===== src/hw/rtl/mbrfc_pkg.sv =====
// shared types and constants for the modbus rtu read response checker
package mbrfc_pkg;

    localparam int unsigned BYTE_W    = 8;
    localparam int unsigned CRC_W     = 16;
    localparam int unsigned STATUS_W  = 3;
    localparam int unsigned TEMP_W    = 16;
    localparam int unsigned CFG_IDX_W = 8;

    localparam logic [CRC_W-1:0]  CRC_INIT  = 16'hFFFF;
    localparam logic [CRC_W-1:0]  CRC_POLY  = 16'hA001;
    localparam logic [BYTE_W-1:0] COUNT_OK  = 8'h02;
    localparam logic [15:0]       RAW_FAULT = 16'hFFFF;

    localparam logic [CFG_IDX_W-1:0] CFG_SLAVE_ADDR = 8'd0;
    localparam logic [CFG_IDX_W-1:0] CFG_FUNC_CODE  = 8'd1;

    localparam logic [BYTE_W-1:0] SLAVE_ADDR_RST = 8'd1;
    localparam logic [BYTE_W-1:0] FUNC_CODE_RST  = 8'd4;

    typedef enum logic [STATUS_W-1:0] {
        ST_OK           = 3'd0,
        ST_HDR_BAD      = 3'd1,
        ST_CRC_BAD      = 3'd2,
        ST_COUNT_BAD    = 3'd3,
        ST_SENSOR_FAULT = 3'd4
    } t_status;

    // position of the next byte in the frame
    typedef enum logic [2:0] {
        POS_IDLE    = 3'd0,
        POS_FUNC    = 3'd1,
        POS_COUNT   = 3'd2,
        POS_DATA_HI = 3'd3,
        POS_DATA_LO = 3'd4,
        POS_CRC_LO  = 3'd5,
        POS_CRC_HI  = 3'd6
    } t_byte_pos;

endpackage


===== src/hw/rtl/mbrfc_crc_step.sv =====
// one byte of crc-16 (reflected poly 0xa001), eight bit steps unrolled
module mbrfc_crc_step (
    input  logic [mbrfc_pkg::CRC_W-1:0]  i_crc,
    input  logic [mbrfc_pkg::BYTE_W-1:0] i_byte,
    output logic [mbrfc_pkg::CRC_W-1:0]  o_crc
);

    always_comb begin
        logic [mbrfc_pkg::CRC_W-1:0] c;
        c = i_crc ^ {{(mbrfc_pkg::CRC_W - mbrfc_pkg::BYTE_W){1'b0}}, i_byte};
        for (int k = 0; k < mbrfc_pkg::BYTE_W; k++) begin
            if (c[0]) begin
                c = (c >> 1) ^ mbrfc_pkg::CRC_POLY;
            end else begin
                c = c >> 1;
            end
        end
        o_crc = c;
    end

endmodule


===== config.mk =====
export PLATFORM = sky130hd
export DESIGN_NAME = mbrfc_crc_step
export DESIGN_NICKNAME = d
export VERILOG_FILES = /design/src/hw/rtl/mbrfc_pkg.sv /design/src/hw/rtl/mbrfc_crc_step.sv
export SDC_FILE = /design/constraint.sdc
export NUM_CORES = 1
export LEC_CHECK = 0
export BUFFER_PORTS_ARGS = -buffer_cell sky130_fd_sc_hd__buf_2
export CAP_MARGIN = 20
export CELL_PAD_IN_SITES_DETAIL_PLACEMENT = 2
export CELL_PAD_IN_SITES_GLOBAL_PLACEMENT = 2
export CORE_AREA = 2 2 47 49
export DETAILED_ROUTE_END_ITERATION = 10
export DIE_AREA = 0 0 49 51
export GPL_TIMING_DRIVEN = 0
export PLACE_DENSITY = 0.93
export SLEW_MARGIN = 10
export SYNTH_ARGS = -nofsm -noshare
export SYNTH_HDL_FRONTEND = slang
export SYNTH_SLANG_ARGS = --single-unit

===== constraint.sdc =====
create_clock -name vclk -period 2.1
set_input_delay 0.105 -clock vclk [all_inputs]
set_output_delay 0.105 -clock vclk [all_outputs]
set_load 0.03 [all_outputs]

# After elaboration in Yosys (flattened, before gate mapping)
# Index checks and enable logic that the tools add are counted.
word_totals:
  output_inout_bits: 16
  in_bits: 24
  wordCells: 17
  regBits: 0
classes:
  mux: 8
  bitwise_logic: 9
ops:
  columns: ["operator", "count"]
  rows:
  - ["$mux 16", 8]
  - ["$not 2->3", 8]
  - ["$xor 16x8->16", 1]

# Depth between registers and ports, before layout
logic_depth:
  word_depth: 17
  ltp_mapped: 4
  ltp_nobuf: 4

# Worst setup path before layout
# No wires, ideal clock.
synth_path:
  kind: "input-to-output"
  startpoint: "input port i_byte[2] in the netlist's numbering"
  endpoint: "output port o_crc[15] in the netlist's numbering"
  path_buffers: 0
  required_ns: 1.995
  arrival_ns: 1.784
  path_slack_ns: 0.211
  path_stages: 4
  path_cell_list: "xnor2_1 > xor2_1 > xnor2_1 > xnor2_1"
synth_via:
  elab_chain_len: 10
synth_rtl:
  columns: ["element", "line", "text"]
  rows:
  - ["start, declared", "mbrfc_crc_step.sv:4", "input logic [mbrfc_pkg::BYTE_W-1:0] i_byte,"]
  - ["$xor 16x8->16 *", "mbrfc_crc_step.sv:10", "c = i_crc ^ {{(mbrfc_pkg::CRC_W - mbrfc_pkg::BYTE_W){1'b0}}, i_byte};"]
  - ["$mux 16 *", "mbrfc_crc_step.sv:12", "if (c[0]) begin"]
  - ["$not 2->3 (no source line)", null, null]
  - ["$mux 16 * (7 in a row)", "mbrfc_crc_step.sv:12", null]
  - ["end, declared", "mbrfc_crc_step.sv:5", "output logic [mbrfc_pkg::CRC_W-1:0] o_crc"]
# Mark *: on every way between the ends. The rest lies on a longest branch, timed or not.

# Worst setup path in the final report
layout_path:
  startpoint: "input port i_byte[1] in the netlist's numbering"
  endpoint: "output port o_crc[0] in the netlist's numbering"
layout_via:
  elab_chain_len: 10
layout_rtl:
  columns: ["element", "line"]
  rows:
  - ["$xor 16x8->16 *", "mbrfc_crc_step.sv:10"]
  - ["$not 2->3 (no source line)", null]
  - ["$mux 16 * (8 in a row)", "mbrfc_crc_step.sv:12"]
# Marked as above.

==> results.toml <==
[grt]
grt_pass1_wl_um = 1410
antenna_found_initial = 0
grt_start_max_net_pins = 4
grt_usage_pct = 6.81
grt_pass1_vias = 328
grt.overflow.total = 0

[floorplanning]
core_area_mm2 = 0.00206
num_rows = 17
die_x_um = 49
initial_utilization_pct = 13.8
die_area_mm2 = 0.00250
pin_count = 40
die-height_um = 51

[synth]
ys_types = 5
yosysWarnings = 0
syn_nets = 53
avgSynthCellArea_um2 = 9.79
ys_seq_area_share_pct = 0
synthCells = 29
syn_area_um2 = 284

[place]
placed_area_um2 = 494
place_congestion = 0.532
port_buffers = 35

[power]
power_density_mw_per_mm2 = 894
peakVddDrop_mv = 0.354
power_uw = 442
leakagePower_nw = 0.255

[sta]
setup_violations = 0
timing.fmax_ghz = 0.630
final.setup.tns_ns = 0
worst_slew_pin_slew_ns = 0.380
fin_crit_ns = 1.59
slew_violations = 0
hold_viol = 0
final.period_utilization_pct = 75.6
relSlewSlack_pct = 74.5
hold_slack_ns = 0.460
rsz0062_at_grt = "false"

[route]
wirelength_um = 847
ant_nets = 0
first_pass_iters = 1
via_count = 312
avgViaCountPerCell = 3.39
wl_per_cell_um = 9.21
drtIter0Drc = 0
drc = 0

[clock_tree]
ctsHoldBuffers = 0
post_cts_buffers = 0
ctsResizeCount = 0

[critical_path]
crit_path_start = "i_byte[1]"
crit_fanout = 3
endpoint = "o_crc[0]"
end_kind = "output pin"
arrival_ns = 1.48
crit_type = "input port to output pin"
required_ns = 2.00
start_kind = "input port"

[finish]
multi_input_area_um2 = 246
fin_util_pct = 24.0
clkbuf_count = 0
layout-drive-gt1-share_pct = 67.2
finalNetCount = 90
final_cell_mix = "buf_2, xnor2_1, xor2_1"
seq_cells = 0
design_area_um2 = 494
n_antenna_cell = 0
n_fill_cell = 263
final_common_cell = "buf_2"
area_delta_synth_final_pct = 74.0
regArea_um2 = 0

[hold_path]
hold_class = "input port to output pin"

[job]
maxCapViolations = 0

[outcome]
status = "finished, final reports clean"
power breakdown:
| group | internal (mW) | total (mW) | switching [mW] |
|---|---|---|---|
| Sequential | 0 | 0 | 0 |
| Combinational | 0.161 | 0.442 | 0.281 |
| Clock | 0 | 0 | 0 |
| Total | 0.161 | 0.442 | 0.281 |
worst min path at each step:
| stage | from | endpoint | cells past startpoint |
|---|---|---|---|
| 2_1_floorplan | i_crc[9] | o_crc[1] | 1 |
| 3_3_place_gp | i_crc[9] | o_crc[1] | 2 |
| 3_5_place_dp | i_crc[9] | o_crc[1] | 2 |
| 4_1_cts | i_crc[9] | o_crc[1] | 2 |
| 5_1_grt | i_crc[11] | o_crc[3] | 2 |
| 6_report | i_crc[9] | o_crc[1] | 2 |
layout make-up:
| type | instances | area share [%] |
|---|---|---|
| buffer | 5 | 7.59 |
| multi-input combinational | 24 | 49.9 |
| tap | 28 | 7.09 |
| timing repair buffer | 35 | 35.4 |
layer usage:
metal  track usage, %  up-vias  routed length [µm]
met4                0        0                   0
met5                0        -                   0
met2             16.2       23                 515
met3             1.17        0                  86
met1             5.98      136                 245
li1                 -      153                   -
worst max-delay path, stage by stage:
cell     delay [ns]
buf_2          0.10
xnor2_1        0.26
xor2_1         0.35
xnor2_1        0.22
xnor3_1        0.26
buf_2          0.19
cells in the mapped netlist:
library cell  number  area share, %
xnor3_1            1            7.9
xor2_1             6             19
xnor2_2            3             17
xnor2_1           14             43
buf_4              5             13
stage by stage:
stage / setup slack [ns] / cells
5_1_grt: 0.359 / 92
4_1_cts: 0.445 / 92
2_1_floorplan: 0.211 / 29
3_5_place_dp: 0.445 / 92
3_3_place_gp: 0.514 / 92
6_report: 0.512 / 92
cells by family after synthesis:
kind of cell / synth area share (%)
xor+xnor: 86.8
buf+inv: 13.2
(Power assumes the default switching activity.)
